## config.mk

```make
export PLATFORM = sky130hd
export DESIGN_NAME = lapedge_lane
export DESIGN_NICKNAME = d
export VERILOG_FILES = /design/src/hdl/laplacian_edge_detect_3x3_core_defines.svh /design/src/hdl/lapedge_pkg.sv /design/src/hdl/lapedge_lane.sv
export SDC_FILE = /design/constraint.sdc
export NUM_CORES = 1
export LEC_CHECK = 0
export ABC_AREA = 1
export BUFFER_PORTS_ARGS = -buffer_cell sky130_fd_sc_hd__buf_2
export CAP_MARGIN = 15
export CELL_PAD_IN_SITES_DETAIL_PLACEMENT = 1
export CELL_PAD_IN_SITES_GLOBAL_PLACEMENT = 1
export CORE_UTILIZATION = 42
export DETAILED_ROUTE_END_ITERATION = 6
export PLACE_DENSITY = 0.89
export SYNTH_ARGS = -nofsm -noshare
export SYNTH_HDL_FRONTEND = slang
export SYNTH_SLANG_ARGS = --single-unit
```

## constraint.sdc

```tcl
create_clock -name vclk -period 16.13
set_input_delay 1.613 -clock vclk [all_inputs]
set_output_delay 1.613 -clock vclk [all_outputs]
set_load 0.05 [all_outputs]
```

## src/hdl/laplacian_edge_detect_3x3_core_defines.svh

```systemverilog
// Assertion macros for the Laplacian edge filter core.
`ifndef LAPLACIAN_EDGE_DETECT_3X3_CORE_DEFINES_SVH
`define LAPLACIAN_EDGE_DETECT_3X3_CORE_DEFINES_SVH

// Same-cycle implication, checked on clk_i outside reset.
`define LAPEDGE_ASSERT_NOW(label, ante, cons, msg) \
  label: assert property (@(posedge clk_i) disable iff (!rst_ni) (ante) |-> (cons)) \
    else $error(msg);

// Next-cycle implication, checked on clk_i outside reset.
`define LAPEDGE_ASSERT_NEXT(label, ante, cons, msg) \
  label: assert property (@(posedge clk_i) disable iff (!rst_ni) (ante) |=> (cons)) \
    else $error(msg);

`endif

```

## src/hdl/lapedge_pkg.sv

```systemverilog
// Shared types and constants of the Laplacian edge filter.
package lapedge_pkg;

  localparam int ChanW     = 8;
  localparam int PixW      = 3 * ChanW;
  localparam int NumLanes  = 3;
  localparam int WinDim    = 3;
  localparam int NumTaps   = WinDim * WinDim;
  localparam int CenterTap = NumTaps / 2;
  localparam int FwW       = 11;
  localparam int FhW       = 12;
  localparam int CfgDataW  = 12;
  localparam int CfgIdxW   = 1;

  localparam logic [ChanW-1:0] ChanMax = 8'd255;

  typedef enum logic [CfgIdxW-1:0] {
    REG_FRAME_WIDTH  = 1'b0,
    REG_FRAME_HEIGHT = 1'b1
  } cfg_reg_e;

  typedef enum logic {
    CMD_PIXEL = 1'b0,
    CMD_FLUSH = 1'b1
  } cmd_e;

  typedef logic [PixW-1:0] pixel_t;
  typedef logic [NumTaps-1:0][ChanW-1:0] tap_vec_t;

  // Which window borders still lie inside the frame.
  typedef struct packed {
    logic up;
    logic down;
    logic left;
    logic right;
  } border_t;

endpackage

```

## src/hdl/lapedge_lane.sv

```systemverilog
// One color lane: 8-neighbor Laplacian with border masking and clamp.
module lapedge_lane
  import lapedge_pkg::*;
(
  input  tap_vec_t         taps_i,
  input  border_t          border_i,
  output logic [ChanW-1:0] result_o
);

  logic        [ChanW+2:0] nb_sum;
  logic signed [ChanW+3:0] acc;
  logic                    take;

  always_comb begin
    nb_sum = '0;
    for (int r = 0; r < WinDim; r++) begin
      for (int c = 0; c < WinDim; c++) begin
        take = !(r == 1 && c == 1) &&
               (r != 0 || border_i.up) && (r != WinDim - 1 || border_i.down) &&
               (c != 0 || border_i.left) && (c != WinDim - 1 || border_i.right);
        if (take) begin
          nb_sum = nb_sum + (ChanW+3)'(taps_i[r * WinDim + c]);
        end
      end
    end
    acc = $signed({1'b0, taps_i[CenterTap], 3'b000}) - $signed({1'b0, nb_sum});
  end

  always_comb begin
    if (acc < 0) begin
      result_o = '0;
    end else if (acc > $signed({4'b0000, ChanMax})) begin
      result_o = ChanMax;
    end else begin
      result_o = acc[ChanW-1:0];
    end
  end

endmodule

```

Yosys cells after proc, flatten, opt, wreduce, memory -nomap -nowiden

Index checks and enable logic that the tools add are counted.

Register bits after elaboration: 0
Input bits: 76
Output and inout bits: 8
Logic and storage cells: 24

Add/sub/neg operators: 8
Magnitude comparators: 2
Mux-type cells: 10
Reduce and logical (&&, ||, !) cells: 4

Operators with widths:

| cell                                                                             | count |
|---|---|
| 11-bit 2-to-1 mux                                                                | 7 |
| 11-bit by 8-bit adder with 11-bit output                                         | 6 |
| 8-bit 2-to-1 mux                                                                 | 3 |
| 12-bit by 9-bit greater-than comparator with 1-bit output, second input constant | 1 |
| 12-bit by 1-bit less-than comparator with 1-bit output, second input constant    | 1 |
| 11-bit by 11-bit subtractor with 12-bit output                                   | 1 |
| 8-bit by 8-bit adder with 9-bit output                                           | 1 |
| 1-bit logical AND                                                                | 4 |

Longest topological paths before layout

Gate-level depths: netlist (run 1).

Word-level depth: 20
Mapped depth: 60
Mapped depth without buffers: 59

Worst setup path after synthesis (run 1)

Ideal clock, no wire load.

Path type: input port to output port
Start: input border_i[1] (netlist name)
End: output result_o[0]
Arrival: 9.782 ns
Required time: 14.517 ns
Slack: 4.735 ns
Cell stages on the path: 49
Path buffers: 1
Cells stage by stage: buf_4 nand2_1 nor2_1 ha_1 inv_1 fa_1 nor2_1 inv_1 fa_1 o21ai_1 fa_1 nand2_1 nand2_1 fa_1 or2_2 nand2_1 inv_1 fa_1 [... 13 more ...] nand2_1 nand2_1 a21oi_1 nor2_1 o21ai_0 nand2_1 ha_1 inv_1 o21bai_1 a21oi_1 o21ai_0 a21oi_1 nand2_1 nand2_1 nand2_1 nand3_2 nor2_1 nor2_1

Cells in the longest elaborated chain, start to end: 20
Elaborated cells between the ends (all ways): 22
Classes of those cells: add/sub: 8; order compare: 2; mux: 10; reduce/logical: 2

RTL lines:

| element                                                   | line               | text |
|---|---|---|
| start, declared                                           | lapedge_lane.sv:6  | `input border_t border_i,` |
| 1-bit logical AND                                         | lapedge_lane.sv:19 | `(r != 0 \|\| border_i.up) && (r != WinDim - 1 \|\| border_i.down) &&` |
| 8-bit 2-to-1 mux                                          | lapedge_lane.sv:21 | `if (take) begin` |
| 8-bit by 8-bit adder with 9-bit output                    | lapedge_lane.sv:22 | `nb_sum = nb_sum + (ChanW+3)'(taps_i[r * WinDim + c]);` |
| 11-bit 2-to-1 mux                                         | lapedge_lane.sv:21 |  |
| 11-bit by 8-bit adder with 11-bit output                  | lapedge_lane.sv:22 |  |
| 11-bit 2-to-1 mux                                         | lapedge_lane.sv:21 |  |
| 11-bit by 8-bit adder with 11-bit output                  | lapedge_lane.sv:22 |  |
| 11-bit 2-to-1 mux                                         | lapedge_lane.sv:21 |  |
| [... 4 more ...]                                          | -                  |  |
| 11-bit by 8-bit adder with 11-bit output                  | lapedge_lane.sv:22 |  |
| 11-bit 2-to-1 mux (*)                                     | lapedge_lane.sv:21 |  |
| 11-bit by 8-bit adder with 11-bit output                  | lapedge_lane.sv:22 |  |
| 11-bit 2-to-1 mux (*)                                     | lapedge_lane.sv:21 |  |
| 11-bit by 11-bit subtractor with 12-bit output (*)        | lapedge_lane.sv:26 | `acc = $signed({1'b0, taps_i[CenterTap], 3'b000}) - $signed({1'b0, nb_sum});` |
| 12-bit by 9-bit greater-than comparator with 1-bit output | lapedge_lane.sv:32 | `end else if (acc > $signed({4'b0000, ChanMax})) begin` |
| 8-bit 2-to-1 mux                                          | lapedge_lane.sv:32 |  |
| 8-bit 2-to-1 mux (*)                                      | lapedge_lane.sv:30 | `if (acc < 0) begin` |
| end, declared                                             | lapedge_lane.sv:7  | `output logic [ChanW-1:0] result_o` |

Mark *: on every way between the ends. The rest lies on a longest branch, timed or not.

Worst setup path after layout (run 1)

Start: input border_i[3] (netlist name)
End: output result_o[6]

Cells in the longest elaborated chain, start to end: 20
Elaborated cells between the ends (all ways): 22
Classes of those cells: add/sub: 8; order compare: 2; mux: 10; reduce/logical: 2

RTL lines:

| element                                                   | line |
|---|---|
| 1-bit logical AND                                         | lapedge_lane.sv:19 |
| 8-bit 2-to-1 mux                                          | lapedge_lane.sv:21 |
| 8-bit by 8-bit adder with 9-bit output                    | lapedge_lane.sv:22 |
| 11-bit 2-to-1 mux                                         | lapedge_lane.sv:21 |
| 11-bit by 8-bit adder with 11-bit output                  | lapedge_lane.sv:22 |
| 11-bit 2-to-1 mux (*)                                     | lapedge_lane.sv:21 |
| 11-bit by 8-bit adder with 11-bit output                  | lapedge_lane.sv:22 |
| 11-bit 2-to-1 mux (*)                                     | lapedge_lane.sv:21 |
| [... 4 more ...]                                          | - |
| 11-bit by 8-bit adder with 11-bit output                  | lapedge_lane.sv:22 |
| 11-bit 2-to-1 mux (*)                                     | lapedge_lane.sv:21 |
| 11-bit by 8-bit adder with 11-bit output                  | lapedge_lane.sv:22 |
| 11-bit 2-to-1 mux (*)                                     | lapedge_lane.sv:21 |
| 11-bit by 11-bit subtractor with 12-bit output (*)        | lapedge_lane.sv:26 |
| 12-bit by 9-bit greater-than comparator with 1-bit output | lapedge_lane.sv:32 |
| 8-bit 2-to-1 mux                                          | lapedge_lane.sv:32 |
| 8-bit 2-to-1 mux (*)                                      | lapedge_lane.sv:30 |

Marks and branches as above.

==> results of run 1 <==
-- final cells by class --
type                       count  area, µm²  share of cell area (%)
multi-input combinational    589       3470                    77.5
antenna                        1       2.50                  0.0559
tap                          111        139                    3.10
timing repair buffer          84        420                    9.40
inverter                     118        445                    9.96
-- kinds of logic after synthesis --
group | share of synthesized area, %
xor+xnor | 5.96
simple gates | 40.7
mux | 0.252
compound gates | 16.1
buf+inv | 12.7
fa+ha+maj | 24.3
-- tightest hold or removal path, cell delays in order --
cell and delay [ns]:
sky130_fd_sc_hd__buf_2 0.08, sky130_fd_sc_hd__ha_1 0.21, sky130_fd_sc_hd__xor2_1 0.09, sky130_fd_sc_hd__nor2_1 0.10
sky130_fd_sc_hd__nor2_1 0.04, sky130_fd_sc_hd__buf_2 0.20
-- layer usage --
| metal | vias to the layer above | wire, µm | global-route usage (%) |
|---|---|---|---|
| met5 | - | 0 | 0 |
| met4 | 0 | 296 | 6.56 |
| met3 | 20 | 299 | 0.984 |
| met2 | 86 | 7040 | 56.6 |
| met1 | 2209 | 5300 | 28.3 |
| li1 | 2465 | - | - |
-- where the power goes --
group | leakage [nW] | internal (mW) | switching (mW)
logic | 2.69 | 0.149 | 0.271
clock network | 0.00000634 | 0.00000000829 | 0
registers | 0 | 0 | 0
total | 2.69 | 0.149 | 0.271
-- worst max-delay path by stage --
stage	endpoint	slack (ns)	cells after the start
2_1_floorplan	result_o[0]	4.74	49
3_3_place_gp	result_o[1]	4.13	50
3_5_place_dp	result_o[7]	3.54	50
4_1_cts	result_o[0]	3.54	50
5_1_grt	result_o[0]	2.56	55
6_report	result_o[6]	3.59	50
-- metrics by stage --
stage,area (µm²),hold slack (ns),std cells
floorplan,3970,3.75,716
global placement,4470,3.93,902
detailed placement,4470,3.96,902
CTS,4470,3.96,902
global route,4470,4.01,902
finish,4470,3.95,903
-- layout by cell type (no fill, tap or decap), types with 2 or more instances in the layout --
| cell type | n |
|---|---|
| sky130_fd_sc_hd__nor2_2 | 2 |
| sky130_fd_sc_hd__o21ai_1 | 9 |
| sky130_fd_sc_hd__nand4_1 | 7 |
| sky130_fd_sc_hd__a31oi_1 | 6 |
| sky130_fd_sc_hd__o21bai_1 | 4 |
| sky130_fd_sc_hd__xor2_1 | 12 |
| sky130_fd_sc_hd__inv_2 | 4 |
| sky130_fd_sc_hd__xnor2_1 | 15 |
| sky130_fd_sc_hd__inv_1 | 113 |
| sky130_fd_sc_hd__and2_1 | 6 |
| sky130_fd_sc_hd__nand3b_1 | 2 |
| sky130_fd_sc_hd__nand3_2 | 2 |
| sky130_fd_sc_hd__nand2_1 | 207 |
| sky130_fd_sc_hd__fa_1 | 7 |
| sky130_fd_sc_hd__nand2_2 | 7 |
| sky130_fd_sc_hd__nand2_4 | 2 |
| sky130_fd_sc_hd__a211oi_1 | 2 |
| sky130_fd_sc_hd__ha_1 | 66 |
| sky130_fd_sc_hd__a21oi_1 | 52 |
| sky130_fd_sc_hd__buf_2 | 84 |
| sky130_fd_sc_hd__or2_2 | 7 |
| sky130_fd_sc_hd__nor3_1 | 4 |
| sky130_fd_sc_hd__o21ai_0 | 25 |
| sky130_fd_sc_hd__o31ai_1 | 3 |
| sky130_fd_sc_hd__nand3_1 | 61 |
| sky130_fd_sc_hd__nor2_1 | 68 |
==> load_flow_metrics.sql, run 1 <==
INSERT INTO impl_metrics (metric_group, metric, value, unit) VALUES
('timing', 'tightestPinTransition', '0.569', 'ns'),
('die', 'std_cell_rows', '35', ''),
('hold_path', 'hold_start', 'taps_i[36]', ''),
('place', 'last_weighted_congestion_value_of_the_routability_driven_placer', '0.979', ''),
('synth', 'proportion_of_synthesized_chip_area_in_sequential_cells', '0', '%'),
('clock_network', 'cts_post_setup_buffers_inserted', '0', ''),
('drt', 'drc', '0', ''),
('timing', 'fin_ws', '3.59', 'ns'),
('timing', 'max_slew_margin', '61.7', '%'),
('synth', 'yosys-top-cells-count', 'sky130_fd_sc_hd__nand2_1 (207), sky130_fd_sc_hd__inv_1 (113), sky130_fd_sc_hd__nor2_1 (68)', ''),
('power', 'p_total', '0.419', 'mW'),
('synth', 'post_synth_num_cell_types', '43', ''),
('global_route', 'grt_start_max_net_pins', '17', ''),
('power', 'power_density', '93.7', 'nW/µm²'),
('layout', 'register_area', '0', 'µm²'),
('critical_path', 'endpoint_kind', 'output pin', ''),
('critical_path', 'worst_path_dominant_cell_family', 'adder cells', ''),
('critical_path', 'worst_ep_arrival_time', '10.93', 'ns'),
('drt', 'detailroute.via_count', '4780', ''),
('synth', 'synth_area_leaders', 'sky130_fd_sc_hd__ha_1 (21%), sky130_fd_sc_hd__nand2_1 (20%), sky130_fd_sc_hd__inv_1 (11%)', ''),
('timing', 'peak_clock_frequency_supported_by_timing', '0.0797', 'GHz'),
('synth', 'netlist_instances', '716', ''),
('drt', 'postRouteWirelength', '12.9', 'mm'),
('place', 'port-buffer-count', '84', ''),
('layout', 'fraction_of_layout_instances_using_a_drive_strength_above_1', '14.4', '%'),
('timing', 'final_period_minus_worst_setup_slack', '12.54', 'ns'),
('power', 'vdd_drop_max', '52.9', 'µV'),
('synth', 'synth.net_count', '865', ''),
('layout', 'nets', '942', ''),
('global_route', 'via_count_of_the_first_global_routing_pass', '5039', ''),
('critical_path', 'timing.setup.critical_path_class', 'in2out', ''),
('timing', 'post-route-period-util', '77.8', '%'),
('critical_path', 'worst_path_max_delay_cell', 'sky130_fd_sc_hd__fa_1', ''),
('drt', 'wl_per_cell', '14.3', 'µm'),
('die', 'die_w', '99.2', 'µm'),
('clock_network', 'hold_buffers', '0', ''),
('timing', 'drv_slew', '0', ''),
('critical_path', 'start_kind', 'primary input', ''),
('status', 'outcome', 'complete, no violations', ''),
('place', 'dp_worst_setup_slack', '3.54', 'ns'),
('drt', 'drtAntennaViolNets', '0', ''),
('layout', 'num-clock-buffers', '0', ''),
('die', 'initial_core_util', '43.2', '%'),
('drt', 'routed_via_density', '5.29', ''),
('synth', 'synthDominantAreaCellType', 'sky130_fd_sc_hd__ha_1', ''),
('job', 'drv_cap', '0', ''),
('timing', 'setup_repair_after_global_routing_missed_its_margin', 'no', ''),
('critical_path', 'timing.critical_path.buf_inv', '6', ''),
('critical_path', 'maximum_cell_stage_delay_along_the_critical_path', '0.48', 'ns'),
('hold_path', 'min_path_type', 'in2out', ''),
('timing', 'setup_violations', '0', ''),
('global_route', 'gr_util_all_layers', '26.7', '%'),
('critical_path', 'beginning_of_the_critical_path', 'border_i[3]', ''),
('critical_path', 'critPathRequiredTime', '14.52', 'ns'),
('layout', 'area_growth_syn_to_layout', '12.7', '%'),
('critical_path', 'crit_path_max_fanout', '15', ''),
('layout', 'fillerInstances', '1387', ''),
('drt', 'drt_first_iter_violations', '78', ''),
('die', 'number_of_i_o_pins', '84', ''),
('synth', 'ys.warnings.count', '0', ''),
('global_route', 'total_grt_overflow', '0', ''),
('die', 'die_area', '9850', 'µm²'),
('global_route', 'number_of_antenna_violations_at_the_first_check_in_global_routing', '0', ''),
('hold_path', 'timing.hold.worst_path_depth', '6', ''),
('place', 'dp_hpwl', '11.6', 'mm'),
('timing', 'final.setup.tns', '0', 'ns'),
('die', 'core-area', '9200', 'µm²'),
('synth', 'synthMostInstantiatedCell', 'sky130_fd_sc_hd__nand2_1', ''),
('global_route', 'grt_pass1_wl', '21.9', 'mm'),
('drt', 'number_of_optimization_iterations_in_the_first_detailed_route_pass', '4', ''),
('critical_path', 'crit_top_cell', 'sky130_fd_sc_hd__nand2_1', ''),
('layout', 'final_core_util', '48.6', '%'),
('die', 'die_extent_in_y', '99.2', 'µm'),
('synth', 'netlist_area', '3970', 'µm²'),
('synth', 'synth_top_area_share', '20.8', '%'),
('hold_path', 'hold-path-endpoint', 'result_o[7]', ''),
('layout', 'numSequentialCells', '0', ''),
('clock_network', 'post_cts_repair_resize_count', '0', ''),
('timing', 'finalHoldViolations', '0', ''),
('power', 'p_leak', '2.69', 'nW'),
('synth', 'synth.avg_cell_area', '5.54', 'µm²');
(Power assumes the default switching activity.)
==> inputs of run 2 (changes only) <==
--- a/config.mk
+++ b/config.mk
@@ -10,9 +10,9 @@
 export CAP_MARGIN = 15
 export CELL_PAD_IN_SITES_DETAIL_PLACEMENT = 1
 export CELL_PAD_IN_SITES_GLOBAL_PLACEMENT = 1
-export CORE_UTILIZATION = 42
+export CORE_UTILIZATION = 39
 export DETAILED_ROUTE_END_ITERATION = 6
-export PLACE_DENSITY = 0.89
+export PLACE_DENSITY = 0.83
 export SYNTH_ARGS = -nofsm -noshare
 export SYNTH_HDL_FRONTEND = slang
 export SYNTH_SLANG_ARGS = --single-unit
==> constraint.sdc (replaced) <==
create_clock -name vclk -period 12.06
set_input_delay 1.206 -clock vclk [all_inputs]
set_output_delay 1.206 -clock vclk [all_outputs]
set_load 0.05 [all_outputs]
==> load_flow_metrics.sql, run 2 (synthesized netlist as in run 1, its figures left out) <==
INSERT INTO impl_metrics (metric_group, metric, value, unit) VALUES
('status', 'outcome', 'complete, no violations', ''),
('place', 'port-buffer-count', '84', ''),
('global_route', 'gr_util_all_layers', '24.2', '%'),
('drt', 'drtAntennaViolNets', '0', ''),
('timing', 'tightestPinTransition', '0.431', 'ns'),
('critical_path', 'beginning_of_the_critical_path', 'border_i[3]', ''),
('place', 'placedInstanceArea', '4500', 'µm²'),
('critical_path', 'start_kind', 'primary input', ''),
('place', 'dp_hpwl', '11.4', 'mm'),
('timing', 'setup_violations', '0', ''),
('layout', 'register_area', '0', 'µm²'),
('critical_path', 'timing.setup.critical_path_class', 'in2out', ''),
('place', 'dp_worst_setup_slack', '0.409', 'ns'),
('drt', 'detailroute.via_count', '4766', ''),
('die', 'die_area', '10600', 'µm²'),
('global_route', 'grt_pass1_wl', '20.8', 'mm'),
('drt', 'postRouteWirelength', '12.8', 'mm'),
('layout', 'layout_commonest_cell', 'sky130_fd_sc_hd__nand2_1', ''),
('global_route', 'total_grt_overflow', '0', ''),
('global_route', 'via_count_of_the_first_global_routing_pass', '4813', ''),
('clock_network', 'cts_post_setup_buffers_inserted', '0', ''),
('global_route', 'grt_start_max_net_pins', '17', ''),
('timing', 'finalHoldViolations', '0', ''),
('power', 'power_density', '123', 'nW/µm²'),
('hold_path', 'min_path_type', 'in2out', ''),
('power', 'vdd_drop_max', '63.5', 'µV'),
('die', 'die_extent_in_y', '103', 'µm'),
('timing', 'fin_hold_ws', '3.13', 'ns'),
('layout', 'num-clock-buffers', '0', ''),
('layout', 'final_cells', '924', ''),
('timing', 'max_slew_margin', '71.2', '%'),
('critical_path', 'crit_top_cell', 'sky130_fd_sc_hd__nand2_1', ''),
('critical_path', 'endpoint_kind', 'output pin', ''),
('layout', 'fraction_of_layout_instances_using_a_drive_strength_above_1', '15.5', '%'),
('critical_path', 'crit_path_max_fanout', '15', ''),
('layout', 'multiInputGateArea', '3510', 'µm²'),
('die', 'number_of_i_o_pins', '84', ''),
('power', 'p_leak', '2.70', 'nW'),
('timing', 'drv_slew', '0', ''),
('die', 'die_w', '103', 'µm'),
('layout', 'final_core_util', '46.4', '%'),
('layout', 'layout.cells.most_common_list', 'sky130_fd_sc_hd__nand2_1 (206), sky130_fd_sc_hd__inv_1 (113), sky130_fd_sc_hd__buf_2 (80)', ''),
('layout', 'area_growth_syn_to_layout', '14.7', '%'),
('die', 'core-area', '9820', 'µm²'),
('layout', 'numSequentialCells', '0', ''),
('layout', 'n_antenna_cell', '0', ''),
('layout', 'post_layout_inst_area', '4550', 'µm²'),
('critical_path', 'maximum_cell_stage_delay_along_the_critical_path', '0.47', 'ns'),
('drt', 'wl_per_cell', '13.8', 'µm'),
('timing', 'peak_clock_frequency_supported_by_timing', '0.0887', 'GHz'),
('job', 'drv_cap', '0', ''),
('layout', 'nets', '942', ''),
('clock_network', 'post_cts_repair_resize_count', '0', ''),
('hold_path', 'hold_start', 'taps_i[36]', ''),
('drt', 'routed_via_density', '5.16', ''),
('drt', 'drc', '0', ''),
('place', 'last_weighted_congestion_value_of_the_routability_driven_placer', '0.910', ''),
('global_route', 'number_of_antenna_violations_at_the_first_check_in_global_routing', '0', ''),
('layout', 'fillerInstances', '1486', ''),
('die', 'std_cell_rows', '36', ''),
('critical_path', 'critPathRequiredTime', '10.85', 'ns'),
('drt', 'drt_first_iter_violations', '69', ''),
('critical_path', 'worst_ep_arrival_time', '10.06', 'ns'),
('die', 'initial_core_util', '40.4', '%'),
('critical_path', 'worst_path_max_delay_cell', 'sky130_fd_sc_hd__fa_1', ''),
('place', 'numPlacedInstances', '924', ''),
('timing', 'post-route-period-util', '93.4', '%'),
('timing', 'final_period_minus_worst_setup_slack', '11.27', 'ns'),
('clock_network', 'hold_buffers', '0', ''),
('timing', 'fin_ws', '0.791', 'ns'),
('drt', 'number_of_optimization_iterations_in_the_first_detailed_route_pass', '4', '');
run 2: cell types whose count changed in the layout (fill, tap and decap cells not counted), sizes merged:
cell	delta
buf	-4
clkbuf	+4
diode	-1
run 2: routing by layer:
metal / up-vias / routed length [µm] / track usage, %
met5: - / 0 / 0
met4: 0 / 265 / 4.66
met3: 26 / 257 / 0.542
met2: 75 / 6770 / 51.4
met1: 2192 / 5480 / 26.4
li1: 2473 / - / -
run 2: critical path: cells and delay by family:
family	cells	cell delay (ns)
XOR/XNOR	1	0.16
AO/OA/AOI/OAI	10	1.65
AND/OR/NAND/NOR	24	2.71
adder cells (fa/ha/maj)	9	3.61
buffers and inverters	6	0.72
run 2: final timing paths:
path                  cells past startpoint  slack [ns]           to
worst min-delay path                      6        3.13  result_o[7]
worst max-delay path                     50        0.79  result_o[2]
run 2: layout make-up:
cell class         count  area share, %
inverters            118           9.79
multi-input cells    589           77.1
repair buffers        84           9.46
well taps            133           3.66
run 2: report_power, final:
group | internal (mW) | total (mW) | switching (mW)
logic | 0.202 | 0.560 | 0.358
registers | 0 | 0 | 0
clock network | 0 | 0 | 0
run 2: through the flow:
step / TNS, ns / power, mW
after floorplan: 0 / 0.428
after global placement: 0 / 0.522
after detailed placement: 0 / 0.552
after CTS: 0 / 0.555
after global routing: -0.0150 / 0.635
final: 0 / 0.560
